$ cat config.mk
export PLATFORM = sky130hd
export DESIGN_NAME = opaque_element_table_walker
export DESIGN_NICKNAME = d
export VERILOG_FILES = /design/src/rtl/core/oetw_pkg.sv /design/src/rtl/core/opaque_element_table_walker.sv
export SDC_FILE = /design/constraint.sdc
export NUM_CORES = 1
export LEC_CHECK = 0
export BUFFER_PORTS_ARGS = -buffer_cell sky130_fd_sc_hd__buf_2
export CAP_MARGIN = 20
export CORE_ASPECT_RATIO = 0.75
export CORE_MARGIN = 3
export CORE_UTILIZATION = 45
export DETAILED_ROUTE_END_ITERATION = 16
export GPL_TIMING_DRIVEN = 0
export MAX_ROUTING_LAYER = met4
export PLACE_DENSITY = 0.75
export SETUP_SLACK_MARGIN = 0.02
export SLEW_MARGIN = 5
export SYNTH_ARGS = -nofsm -noshare
export SYNTH_HDL_FRONTEND = slang
export SYNTH_SLANG_ARGS = --single-unit
$ cat constraint.sdc
create_clock -name clock -period 4 [get_ports clock]
set_input_delay 0.2 -clock clock [delete_from_list [all_inputs] [get_ports clock]]
set_output_delay 0.2 -clock clock [all_outputs]
set_load 0.005 [all_outputs]
$ cat src/rtl/core/oetw_pkg.sv
// Shared types and constants of the opaque element table walker.
`timescale 1ns / 1ps
package oetw_pkg;

   localparam int unsigned MAX_BLOB_BYTES = 1024;
   localparam int unsigned POS_W = $clog2(MAX_BLOB_BYTES + 1);
   localparam int unsigned OFF_W = 10;
   localparam int unsigned LEN_W = 11;
   localparam int unsigned CNT_W = 16;

   localparam logic [31:0] SPEC_ID_RESET = 32'h444D_5446;

   typedef enum logic [2:0] {
      ERR_NONE     = 3'd0,
      ERR_HEADER   = 3'd1,
      ERR_ID_RANGE = 3'd2,
      ERR_OVERRUN  = 3'd3,
      ERR_SIZE     = 3'd4,
      ERR_PADDING  = 3'd5,
      ERR_TOO_LONG = 3'd6,
      ERR_ALIGN    = 3'd7
   } err_type;

   typedef enum logic [2:0] {
      CSR_HEADER_MODE = 3'd0,
      CSR_SPEC_ID     = 3'd1,
      CSR_VERSION     = 3'd2,
      CSR_ID_LIMIT    = 3'd3,
      CSR_TARGET_ID   = 3'd4,
      CSR_TARGET_IDX  = 3'd5,
      CSR_STRICT_PAD  = 3'd6
   } csr_index_type;

   typedef enum logic [8:0] {
      PH_HDR    = 9'b000000001,
      PH_ID     = 9'b000000010,
      PH_VLEN   = 9'b000000100,
      PH_VENDOR = 9'b000001000,
      PH_DLEN0  = 9'b000010000,
      PH_DLEN1  = 9'b000100000,
      PH_DATA   = 9'b001000000,
      PH_PAD    = 9'b010000000,
      PH_END    = 9'b100000000
   } phase_type;

endpackage

$ cat src/rtl/core/opaque_element_table_walker.sv
// Top level of the opaque element table walker: byte parser and result register.
`timescale 1ns / 1ps
// Usage:
//   Request channel (req_valid / req_stall) carries one blob byte per request,
//   with req_last_byte set on the final byte. Each byte lands in an input
//   register and then updates the parse state; a last byte waits there while a response is held.
//   Response channel (rsp_valid / rsp_stall) carries one verdict per blob,
//   issued for the request flagged last; other requests give no response.
//   Configuration channel (csr_valid / csr_ready, csr_ready always high)
//   writes the checking registers by index; write only while no blob is open.
// Throughput: one request per cycle while req_stall is low, set by the
//   combinational parse state update between the input register and the state registers.
// Response: a last byte goes from the input register to the response register.
// Stall: while a response is held by rsp_stall, non-last bytes keep
//   flowing; a last byte waits in the input register, and req_stall rises
//   only when that register cannot drain.
// Reset: clears the parse state and the input and response valid flags, and
//   returns the configuration registers to their defaults (general header,
//   id limit 10, target id 0, index 0, relaxed padding).
module opaque_element_table_walker
   import oetw_pkg::*;
(
   input  logic         clock,
   input  logic         reset,
   input  logic         req_valid,
   output logic         req_stall,
   input  logic [7:0]   req_data_byte,
   input  logic         req_last_byte,
   output logic         rsp_valid,
   input  logic         rsp_stall,
   output logic         rsp_blob_ok,
   output logic [2:0]   rsp_error_code,
   output logic         rsp_found,
   output logic [9:0]   rsp_found_offset,
   output logic [10:0]  rsp_found_length,
   output logic [7:0]   rsp_matched_count,
   input  logic         csr_valid,
   output logic         csr_ready,
   input  logic [2:0]   csr_index,
   input  logic [31:0]  csr_wdata
);

   // configuration
   logic        mode_ff;
   logic [31:0] spec_ff;
   logic [7:0]  ver_ff;
   logic [7:0]  limit_ff;
   logic [7:0]  tgt_id_ff;
   logic [7:0]  tgt_idx_ff;
   logic        strict_ff;

   // input register
   logic        in_valid_ff, in_valid_in;
   logic [7:0]  in_byte_ff;
   logic        in_last_ff;
   logic        advance;

   // parse state
   phase_type        phase_ff, phase_in;
   logic [POS_W-1:0] pos_ff, pos_in;
   logic [CNT_W-1:0] cd_ff, cd_in;
   logic [7:0]       elem_ff, elem_in;
   logic [OFF_W-1:0] es_ff, es_in;
   logic             is_tgt_ff, is_tgt_in;
   logic [23:0]      shift_ff, shift_in;
   logic [7:0]       dlen_lo_ff, dlen_lo_in;
   logic [1:0]       pad_ff, pad_in;
   logic [7:0]       match_ff, match_in;
   logic [OFF_W-1:0] hit_off_ff, hit_off_in;
   logic [LEN_W-1:0] hit_len_ff, hit_len_in;
   logic             hit_ff, hit_in;
   err_type          err_ff, err_in;

   // response register
   logic        rsp_valid_ff, rsp_valid_in;
   logic        ok_ff, ok_in;
   err_type     code_ff, code_in;
   logic        fnd_ff, fnd_in;
   logic [9:0]  foff_ff, foff_in;
   logic [10:0] flen_ff, flen_in;
   logic [7:0]  mcnt_ff, mcnt_in;

   assign csr_ready = 1'b1;

   always_ff @(posedge clock) begin
      if (reset) begin
         mode_ff    <= 1'b1;
         spec_ff    <= SPEC_ID_RESET;
         ver_ff     <= 8'd1;
         limit_ff   <= 8'd10;
         tgt_id_ff  <= 8'd0;
         tgt_idx_ff <= 8'd0;
         strict_ff  <= 1'b0;
      end else if (csr_valid && csr_ready) begin
         unique case (csr_index)
            CSR_HEADER_MODE: mode_ff    <= csr_wdata[0];
            CSR_SPEC_ID:     spec_ff    <= csr_wdata;
            CSR_VERSION:     ver_ff     <= csr_wdata[7:0];
            CSR_ID_LIMIT:    limit_ff   <= csr_wdata[7:0];
            CSR_TARGET_ID:   tgt_id_ff  <= csr_wdata[7:0];
            CSR_TARGET_IDX:  tgt_idx_ff <= csr_wdata[7:0];
            CSR_STRICT_PAD:  strict_ff  <= csr_wdata[0];
            default: ;
         endcase
      end
   end

   // A non-last byte never needs the response slot.
   assign advance   = in_valid_ff && (!in_last_ff || !rsp_valid_ff || !rsp_stall);
   assign req_stall = in_valid_ff && !advance;
   assign in_valid_in = (req_valid && !req_stall) || (in_valid_ff && !advance);

   always_ff @(posedge clock) begin
      if (reset) begin
         in_valid_ff <= 1'b0;
      end else begin
         in_valid_ff <= in_valid_in;
      end
      if (req_valid && !req_stall) begin
         in_byte_ff <= req_data_byte;
         in_last_ff <= req_last_byte;
      end
   end

   always_comb begin
      logic [7:0]       b;
      logic             hdr_err;
      logic [7:0]       cnt;
      logic [POS_W-1:0] last_hdr;
      logic             finish;
      logic [1:0]       pad_sel;
      logic [CNT_W-1:0] cd_dec;
      logic [LEN_W-1:0] elen;
      err_type          res_err;
      logic             res_ok;

      b        = in_byte_ff;
      hdr_err  = 1'b0;
      cnt      = elem_ff;
      last_hdr = mode_ff ? POS_W'(3) : POS_W'(7);
      finish   = 1'b0;
      pad_sel  = pad_ff;
      cd_dec   = cd_ff - CNT_W'(1);
      elen     = LEN_W'(pos_ff) + LEN_W'(1) - LEN_W'(es_ff);
      res_err  = ERR_NONE;
      res_ok   = 1'b0;

      phase_in   = phase_ff;
      pos_in     = pos_ff;
      cd_in      = cd_ff;
      elem_in    = elem_ff;
      es_in      = es_ff;
      is_tgt_in  = is_tgt_ff;
      shift_in   = shift_ff;
      dlen_lo_in = dlen_lo_ff;
      pad_in     = pad_ff;
      match_in   = match_ff;
      hit_off_in = hit_off_ff;
      hit_len_in = hit_len_ff;
      hit_in     = hit_ff;
      err_in     = err_ff;

      rsp_valid_in = rsp_valid_ff && rsp_stall;
      ok_in   = ok_ff;
      code_in = code_ff;
      fnd_in  = fnd_ff;
      foff_in = foff_ff;
      flen_in = flen_ff;
      mcnt_in = mcnt_ff;

      if (advance) begin
         if (pos_ff >= POS_W'(MAX_BLOB_BYTES)) begin
            err_in = ERR_TOO_LONG;
         end else begin
            pos_in = pos_ff + POS_W'(1);
            if (err_ff == ERR_NONE) begin
               unique case (phase_ff)
                  PH_HDR: begin
                     if (!mode_ff) begin
                        if (pos_ff < POS_W'(4)) shift_in = {b, shift_ff[23:8]};
                        if (pos_ff == POS_W'(3) && {b, shift_ff} != spec_ff) hdr_err = 1'b1;
                        if (pos_ff == POS_W'(4) && b != ver_ff) hdr_err = 1'b1;
                        if (pos_ff == POS_W'(5)) cnt = b;
                     end else if (pos_ff == POS_W'(0)) begin
                        cnt = b;
                     end
                     elem_in = cnt;
                     if (hdr_err) begin
                        err_in = ERR_HEADER;
                     end else if (pos_ff == last_hdr) begin
                        if (cnt == 8'd0) err_in = ERR_HEADER;
                        else phase_in = PH_ID;
                     end
                  end
                  PH_ID: begin
                     if (b > limit_ff) begin
                        err_in = ERR_ID_RANGE;
                     end else begin
                        is_tgt_in = (b == tgt_id_ff);
                        es_in     = pos_ff[OFF_W-1:0];
                        phase_in  = PH_VLEN;
                     end
                  end
                  PH_VLEN: begin
                     cd_in    = CNT_W'(b);
                     phase_in = (b != 8'd0) ? PH_VENDOR : PH_DLEN0;
                  end
                  PH_VENDOR: begin
                     cd_in = cd_dec;
                     if (cd_dec == '0) phase_in = PH_DLEN0;
                  end
                  PH_DLEN0: begin
                     dlen_lo_in = b;
                     phase_in   = PH_DLEN1;
                  end
                  PH_DLEN1: begin
                     // pad up to a 4-byte boundary from the element start
                     pad_sel = 2'd0 - (pos_ff[1:0] + 2'd1 - es_ff[1:0] + dlen_lo_ff[1:0]);
                     pad_in  = pad_sel;
                     if ({b, dlen_lo_ff} != 16'd0) begin
                        cd_in    = CNT_W'({b, dlen_lo_ff});
                        phase_in = PH_DATA;
                     end else if (pad_sel != 2'd0) begin
                        cd_in    = CNT_W'(pad_sel);
                        phase_in = PH_PAD;
                     end else begin
                        finish = 1'b1;
                     end
                  end
                  PH_DATA: begin
                     cd_in = cd_dec;
                     if (cd_dec == '0) begin
                        if (pad_ff != 2'd0) begin
                           cd_in    = CNT_W'(pad_ff);
                           phase_in = PH_PAD;
                        end else begin
                           finish = 1'b1;
                        end
                     end
                  end
                  PH_PAD: begin
                     if (strict_ff && b != 8'd0) begin
                        err_in = ERR_PADDING;
                     end else begin
                        cd_in = cd_dec;
                        if (cd_dec == '0) finish = 1'b1;
                     end
                  end
                  PH_END: begin
                     err_in = ERR_SIZE;
                  end
                  default: begin
                     err_in = ERR_SIZE;
                  end
               endcase

               if (finish) begin
                  if (is_tgt_ff) begin
                     if (match_ff == tgt_idx_ff && !hit_ff) begin
                        hit_off_in = es_ff;
                        hit_len_in = elen;
                        hit_in     = 1'b1;
                     end
                     match_in = match_ff + 8'd1;
                  end
                  elem_in  = elem_ff - 8'd1;
                  phase_in = (elem_ff == 8'd1) ? PH_END : PH_ID;
               end
            end
         end

         if (in_last_ff) begin
            res_err = err_in;
            if (res_err == ERR_NONE) begin
               if (phase_in == PH_HDR) res_err = ERR_HEADER;
               else if (phase_in != PH_END) res_err = ERR_OVERRUN;
            end
            if (res_err != ERR_TOO_LONG && strict_ff && pos_in[1:0] != 2'd0) begin
               res_err = ERR_ALIGN;
            end
            res_ok = (res_err == ERR_NONE);

            rsp_valid_in = 1'b1;
            ok_in   = res_ok;
            code_in = res_err;
            fnd_in  = res_ok && hit_in && (tgt_id_ff <= limit_ff);
            foff_in = fnd_in ? hit_off_in : '0;
            flen_in = fnd_in ? hit_len_in : '0;
            mcnt_in = res_ok ? match_in : 8'd0;

            // drop the blob state for the next blob
            phase_in   = PH_HDR;
            pos_in     = '0;
            cd_in      = '0;
            elem_in    = '0;
            es_in      = '0;
            is_tgt_in  = 1'b0;
            shift_in   = '0;
            dlen_lo_in = '0;
            pad_in     = '0;
            match_in   = '0;
            hit_off_in = '0;
            hit_len_in = '0;
            hit_in     = 1'b0;
            err_in     = ERR_NONE;
         end
      end
   end

   always_ff @(posedge clock) begin
      if (reset) begin
         phase_ff     <= PH_HDR;
         pos_ff       <= '0;
         cd_ff        <= '0;
         elem_ff      <= '0;
         es_ff        <= '0;
         is_tgt_ff    <= 1'b0;
         shift_ff     <= '0;
         dlen_lo_ff   <= '0;
         pad_ff       <= '0;
         match_ff     <= '0;
         hit_off_ff   <= '0;
         hit_len_ff   <= '0;
         hit_ff       <= 1'b0;
         err_ff       <= ERR_NONE;
         rsp_valid_ff <= 1'b0;
      end else begin
         phase_ff     <= phase_in;
         pos_ff       <= pos_in;
         cd_ff        <= cd_in;
         elem_ff      <= elem_in;
         es_ff        <= es_in;
         is_tgt_ff    <= is_tgt_in;
         shift_ff     <= shift_in;
         dlen_lo_ff   <= dlen_lo_in;
         pad_ff       <= pad_in;
         match_ff     <= match_in;
         hit_off_ff   <= hit_off_in;
         hit_len_ff   <= hit_len_in;
         hit_ff       <= hit_in;
         err_ff       <= err_in;
         rsp_valid_ff <= rsp_valid_in;
      end
      ok_ff   <= ok_in;
      code_ff <= code_in;
      fnd_ff  <= fnd_in;
      foff_ff <= foff_in;
      flen_ff <= flen_in;
      mcnt_ff <= mcnt_in;
   end

   assign rsp_valid         = rsp_valid_ff;
   assign rsp_blob_ok       = ok_ff;
   assign rsp_error_code    = code_ff;
   assign rsp_found         = fnd_ff;
   assign rsp_found_offset  = foff_ff;
   assign rsp_found_length  = flen_ff;
   assign rsp_matched_count = mcnt_ff;

endmodule

# ---- Yosys cells after proc, flatten, opt, wreduce, memory -nomap -nowiden
# Cells that the tools add are included.
dict set report totals {
  reg_bits 233
  inputBits 49
  elab_cells 261
}
dict set report op_classes {
  n_addsub 9
  n_lt_le_gt_ge 4
  n_eq_ne 32
  n_mux 127
  n_reduce_logical 57
}
# op n
set ops {}
lappend ops {{$mux W8} 21}
lappend ops {{$mux W24} 6}
lappend ops {{$mux W9} 15}
lappend ops {{$mux W16} 8}
lappend ops {{$mux W10} 11}
lappend ops {{$mux W11} 9}
lappend ops {{$pmux W16 S5} 1}
lappend ops {{$pmux W9 S7} 1}
lappend ops {{$mux W3} 18}
lappend ops {{$ne A32 B32 Y1} 1}
lappend ops {{$mux W1} 30}
lappend ops {{$eq A11 B3 Y1 const B} 2}
lappend ops {{$eq A9 B1 Y1 const B} 2}
lappend ops {{$reduce_and A2 Y1} 9}
lappend ops {{$reduce_bool A2 Y1} 9}
lappend ops {{$eq A8 B8 Y1} 2}
lappend ops {{$logic_not A16 Y1} 1}
lappend ops {{$reduce_bool A16 Y1} 1}
lappend ops {{$sub A16 B1 Y16 const B} 1}
lappend ops {{$logic_and A1 B1 Y1} 12}
lappend ops {{$logic_not A3 Y1} 4}
lappend ops {{$pmux W3 S4} 1}
lappend ops {{$reduce_and A4 Y1} 3}
lappend ops {{$reduce_and A6 Y1} 2}
lappend ops {{43 further kinds} 59}

# ---- Longest topological paths before layout
dict set report logic_depth {
  depth_word 31
  ltp_mapped 17
}

# ---- Worst setup path before layout
# OpenSTA, ideal clock, no wires.
dict set report synth_path {
  path_type {reg-to-reg}
  from {register cd_ff[0]}
  to {register code_ff[0] (netlist: rsp_error_code[0]) (data pin)}
  setup_ns 0.273
  arrival_ns 3.573
  t_required_ns 3.727
  setup_slack_ns 0.154
  path_stages_with_launch 16
  n_path_buf 3
  period_less_slack_ns 3.846
  path_cell_list {dfxtp_1 buf_2 inv_1 ha_1 clkbuf_1 nand3b_1 o21ai_0 a21oi_1 or4_1 buf_2 o31ai_1 nand3_1 or4_1 a211o_1 nor4_1 a22oi_1}
}
dict set report synth_via {
  elab_chain_cells 24
  elab_cells_between_ends 29
  classes_between {add/sub (1); eq/ne (3); mux (22); reduce/logical (3)}
}
# item line_no
set synth_rtl {}
lappend synth_rtl {{start: declaration} opaque_element_table_walker.sv:61} ;# logic [CNT_W-1:0] cd_ff, cd_in;
lappend synth_rtl {{start signal: assignment} opaque_element_table_walker.sv:330} ;# cd_ff <= cd_in;
lappend synth_rtl {{$sub A16 B1 Y16 (*)} opaque_element_table_walker.sv:143} ;# cd_dec = cd_ff - CNT_W'(1);
lappend synth_rtl {{$logic_not A16 Y1 (*)} {opaque_element_table_walker.sv:210, opaque_element_table_walker.sv:232, opaque_element_table_walker.sv:246}}
lappend synth_rtl {{$mux W1} opaque_element_table_walker.sv:246} ;# if (cd_dec == '0) finish = 1'b1;
lappend synth_rtl {{$mux W1} opaque_element_table_walker.sv:242} ;# if (strict_ff && b != 8'd0) begin
lappend synth_rtl {{$pmux W1 S3} opaque_element_table_walker.sv:177} ;# unique case (phase_ff)
lappend synth_rtl {{$mux W1} opaque_element_table_walker.sv:176} ;# if (err_ff == ERR_NONE) begin
lappend synth_rtl {{$mux W1} opaque_element_table_walker.sv:172} ;# if (pos_ff >= POS_W'(MAX_BLOB_BYTES)) begin
lappend synth_rtl {{$mux W1} opaque_element_table_walker.sv:171} ;# if (advance) begin
lappend synth_rtl {{[... 7 more ...]} --}
lappend synth_rtl {{$mux W3 (*)} opaque_element_table_walker.sv:274} ;# if (res_err == ERR_NONE) begin
lappend synth_rtl {{$mux W3 (*)} opaque_element_table_walker.sv:272} ;# if (in_last_ff) begin
lappend synth_rtl {{$mux W3 (*)} opaque_element_table_walker.sv:171}
lappend synth_rtl {{$ne A3 B3 Y1} opaque_element_table_walker.sv:278} ;# if (res_err != ERR_TOO_LONG && strict_ff && pos_in[1:0] != 2'd0) begin
lappend synth_rtl {{$logic_and A1 B1 Y1 (2 in series)} opaque_element_table_walker.sv:278}
lappend synth_rtl {{$mux W3 (*)} opaque_element_table_walker.sv:278}
lappend synth_rtl {{$mux W3 (*)} opaque_element_table_walker.sv:272}
lappend synth_rtl {{$mux W3 (*)} opaque_element_table_walker.sv:171}
lappend synth_rtl {{end signal: assignment} opaque_element_table_walker.sv:345} ;# code_ff <= code_in;
lappend synth_rtl {{end: declaration} opaque_element_table_walker.sv:77} ;# err_type code_ff, code_in;
# Every way passes the cells marked *; elsewhere a longest branch is shown, timed or not. The select of a mux whose other input is x is not followed.
# A chain may end at the register's enable or synchronous reset.

# ---- Worst setup path after layout
dict set report layout_path {
  from {register cd_ff[0]}
  to {register flen_ff[10] (netlist: rsp_found_length[10]) (data pin)}
}
dict set report layout_via {
  elab_chain_cells 27
  elab_cells_between_ends 39
  classes_between {add/sub (1); eq/ne (3); mux (29); reduce/logical (6)}
}
# item line_no
set layout_rtl {}
lappend layout_rtl {{$sub A16 B1 Y16 (*)} opaque_element_table_walker.sv:143}
lappend layout_rtl {{$logic_not A16 Y1 (*)} {opaque_element_table_walker.sv:210, opaque_element_table_walker.sv:232, opaque_element_table_walker.sv:246}}
lappend layout_rtl {{$mux W1} opaque_element_table_walker.sv:246}
lappend layout_rtl {{$mux W1} opaque_element_table_walker.sv:242}
lappend layout_rtl {{$pmux W1 S3} opaque_element_table_walker.sv:177}
lappend layout_rtl {{$mux W1} opaque_element_table_walker.sv:176}
lappend layout_rtl {{$mux W1} opaque_element_table_walker.sv:172}
lappend layout_rtl {{$mux W1} opaque_element_table_walker.sv:171}
lappend layout_rtl {{[... 9 more ...]} --}
lappend layout_rtl {{$mux W3} opaque_element_table_walker.sv:171}
lappend layout_rtl {{$ne A3 B3 Y1} opaque_element_table_walker.sv:278}
lappend layout_rtl {{$logic_and A1 B1 Y1 (2 in series)} opaque_element_table_walker.sv:278}
lappend layout_rtl {{$mux W3} opaque_element_table_walker.sv:278}
lappend layout_rtl {{$mux W3} opaque_element_table_walker.sv:272}
lappend layout_rtl {{$mux W3} opaque_element_table_walker.sv:171}
lappend layout_rtl {{$logic_not A3 Y1} opaque_element_table_walker.sv:281} ;# res_ok = (res_err == ERR_NONE);
lappend layout_rtl {{$logic_and A1 B1 Y1 (2 in series)} opaque_element_table_walker.sv:286} ;# fnd_in = res_ok && hit_in && (tgt_id_ff <= limit_ff);
lappend layout_rtl {{end signal: assignment} opaque_element_table_walker.sv:348} ;# flen_ff <= flen_in;
lappend layout_rtl {{end: declaration} opaque_element_table_walker.sv:80} ;# logic [10:0] flen_ff, flen_in;
# Marked as above.

==> results.yml <==
setup_path:
  cp_common_cell: "buf_6"
  crit_type: "reg2reg"
  max_stage_delay_ns: 0.43
  worst-path-buf-inv: 3
  crit_family: "compound AO/OA/AOI/OAI gates"
  worstSetupEndpointType: "flop"
  cp.required_ns: 4.37
  cp_max_fo: 5
  crit_slowest_cell: "or3b_4"
  start_kind: "flop"
  arrival_ns: 4.28
  crit_path_cell_trace: "buf_6 -> inv_2 -> ha_4 -> nor3b_4 -> nor3b_2 -> xnor2_1 -> o211ai_1 -> o31ai_4 -> a41o_1 -> nand3_2 -> or3b_4 -> a221o_2 -> buf_6 -> a211oi_2"
layout:
  final_common_cell: "nand2_1"
  finalNetCount: 1724
  multi_input_area_um2: 6790
  final_cell_mix: "nand2_1, dfxtp_1, nor2_1, a21oi_1, buf_2"
  drive_above_1_share: 0.133
  n_fill_cell: 2378
  regArea_um2: 5100
  finalInstanceArea_um2: 14800
  final_cells: 2001
  synthToLayoutAreaGrowth_pct: 21.0
place:
  dp.cells: 1892
  gp_congestion: 0.976
  placed_area_um2: 13100
  numPortBuffers: 84
  place.detailed.hpwl_um: 27700
synth:
  syn-num-nets: 1549
  synth_top_flop_cell: "dfxtp_1"
  synth_area_leaders: "dfxtp_1, edfxtp_1, nand2_1"
  syn_inst: 1463
  yosys.area.top_type: "dfxtp_1"
  async_flop_share: 0
  synth_edf_count: 43
  synth.cell_area_um2: 12200
  synth-seq-cells: 233
  yosysSeqAreaShare: 0.418
  ys_warn_count: 0
  netlist-cell-type-count: 77
  yosysTopAreaCellShare: 0.312
  postSynthAreaPerCell_um2: 8.34
clock_tree:
  cts_sinks: 233
  cts_root_buf: "clkbuf_16"
  htree_num_levels: 1
  cts_buffer_depth: 3
  clk_pin_slew_ns: 0.07
  cts_buffers: 24
  cts_tree: "done"
  clkLatencyLatePin_ns: 0.55
hold_path:
  min-delay-path-class: "in2reg"
grt:
  antenna_found_initial: 1
  overflow: 0
  grt_max_degree: 35
  grt_usage: 0.270
  grt_pass1_wl_um: 61300
  grt_pass1_vias: 11200
power:
  p_leak_nw: 5.59
  powerDensity_nw_per_um2: 340
  peakVddDrop_uv: 395
  fin_total_pwr_mw: 5.01
routing:
  viasPerCell: 5.98
  wirelength_um: 39200
  firstDrtPassIters: 6
  drtIter0Drc: 1205
  wire_per_inst_um: 19.6
  via_count: 12000
  drc: 0
  ant_nets: 0
floorplan:
  initial_core_util: 0.464
  rows: 51
  die-height_um: 149
  coreArea_um2: 26300
  dieArea_um2: 29100
  die_width_um: 196
  ioPinCount: 86
sta:
  min_period_over_period: 0.979
  hold_viol_final: 0
  setup_viol: 0
  finalClockSkew_ns: 0.0290
  worstMarginPinSlew_ns: 0.998
  fin_tns_setup_ns: 0
  slew_violations: 0
  relSlewSlack: 0.330
  max_freq_mhz: 255
  period_minus_slack_ns: 3.92
job:
  drv_cap: 0
outcome:
  status: "completed"
## synthesized netlist by cell type, types with 8 or more instances
library cell / n
or3_1: 13
xor2_1: 22
nor4_1: 18
o21a_1: 8
nand4_1: 22
nor3b_1: 9
nor2b_1: 14
clkbuf_1: 80
nand2_1: 196
xnor2_1: 67
a22oi_1: 51
a22o_1: 20
inv_1: 55
nor3_1: 23
a21oi_1: 127
and3_1: 13
nand3_1: 67
nor2_1: 157
mux2i_1: 24
nand3b_1: 8
and2_1: 12
ha_1: 36
o21ai_0: 50
dfxtp_1: 190
edfxtp_1: 43
## layer usage
| layer | global-route usage | vias up | share of wire |
|---|---|---|---|
| met5 | - | - | 0 |
| met4 | 0.0791 | 0 | 0.031 |
| met3 | 0.0462 | 101 | 0.088 |
| met2 | 0.412 | 597 | 0.44 |
| met1 | 0.371 | 5705 | 0.44 |
| li1 | - | 5561 | - |
## final timing paths
path	cells past startpoint	slack [ns]	from	endpoint
min reg2reg	2	0.46	limit_ff[4]	limit_ff[4]
max reg2reg	14	0.08	cd_ff[0]	rsp_found_length[10]
max	14	0.08	cd_ff[0]	rsp_found_length[10]
min	3	0.11	reset	hit_len_ff[6]
## cells by family after synthesis
| logic type | after synthesis | share of synthesized area |
|---|---|---|
| AND/OR/NAND/NOR | 580 | 0.223 |
| adder cells (fa/ha/maj) | 37 | 0.0386 |
| buffers and inverters | 148 | 0.0479 |
| multiplexers | 25 | 0.0206 |
| XOR/XNOR | 89 | 0.0639 |
| AO/OA/AOI/OAI | 350 | 0.188 |
| other | 1 | 0.000308 |
| flip-flops | 233 | 0.418 |
## sequential cells by signal, summed over array words and instances (netlist names), 11 cells and up
register	count
cd_ff	16
pos_ff	11
rsp_found_length	11
spec_ff	32
hit_len_ff	11
shift_ff	24
## tightest hold or removal path, stage by stage
cell,delay [ns]
buf_2,0.13
nor4_4,0.08
a22o_1,0.17
## stage by stage
stage / hold slack, ns / util / worst slack (ns)
2_1_floorplan: 0.299 / - / 0.154
3_3_place_gp: 0.378 / 0.496 / -0.776
3_5_place_dp: 0.378 / 0.497 / -0.812
4_1_cts: 0.0935 / 0.554 / 0.0136
5_1_grt: 0.120 / 0.561 / -0.00461
6_report: 0.110 / 0.561 / 0.0830
## cell type report
cell class / count / share of cell area
Sequential cell: 233 / 0.346
Inverter: 56 / 0.0144
Timing Repair Buffer: 155 / 0.0724
Multi-Input combinational cell: 1082 / 0.460
Clock buffer: 34 / 0.0446
Clock inverter: 10 / 0.00594
Buffer: 86 / 0.0270
Tap cell: 344 / 0.0292
Antenna cell: 1 / 0.000170
## report_power, final
part,total (mW),internal [mW],switching [mW]
clock network,2.18,1.21,0.962
logic,0.385,0.138,0.247
registers,2.45,2.42,0.0293
total,5.01,3.77,1.24
## what timing repair did
| action | CTS | global route |
|---|---|---|
| pin swaps | 11 | 14 |
| resized for setup | 52 | 39 |
| endpoints found under the setup margin | 84 | 58 |
| hold endpoints to repair | 71 | 0 |
| setup buffers | 17 | 8 |
| cloned | 1 | 0 |
| hold buffers | 43 | 0 |
Note: power is estimated with default switching activity, not from simulation.
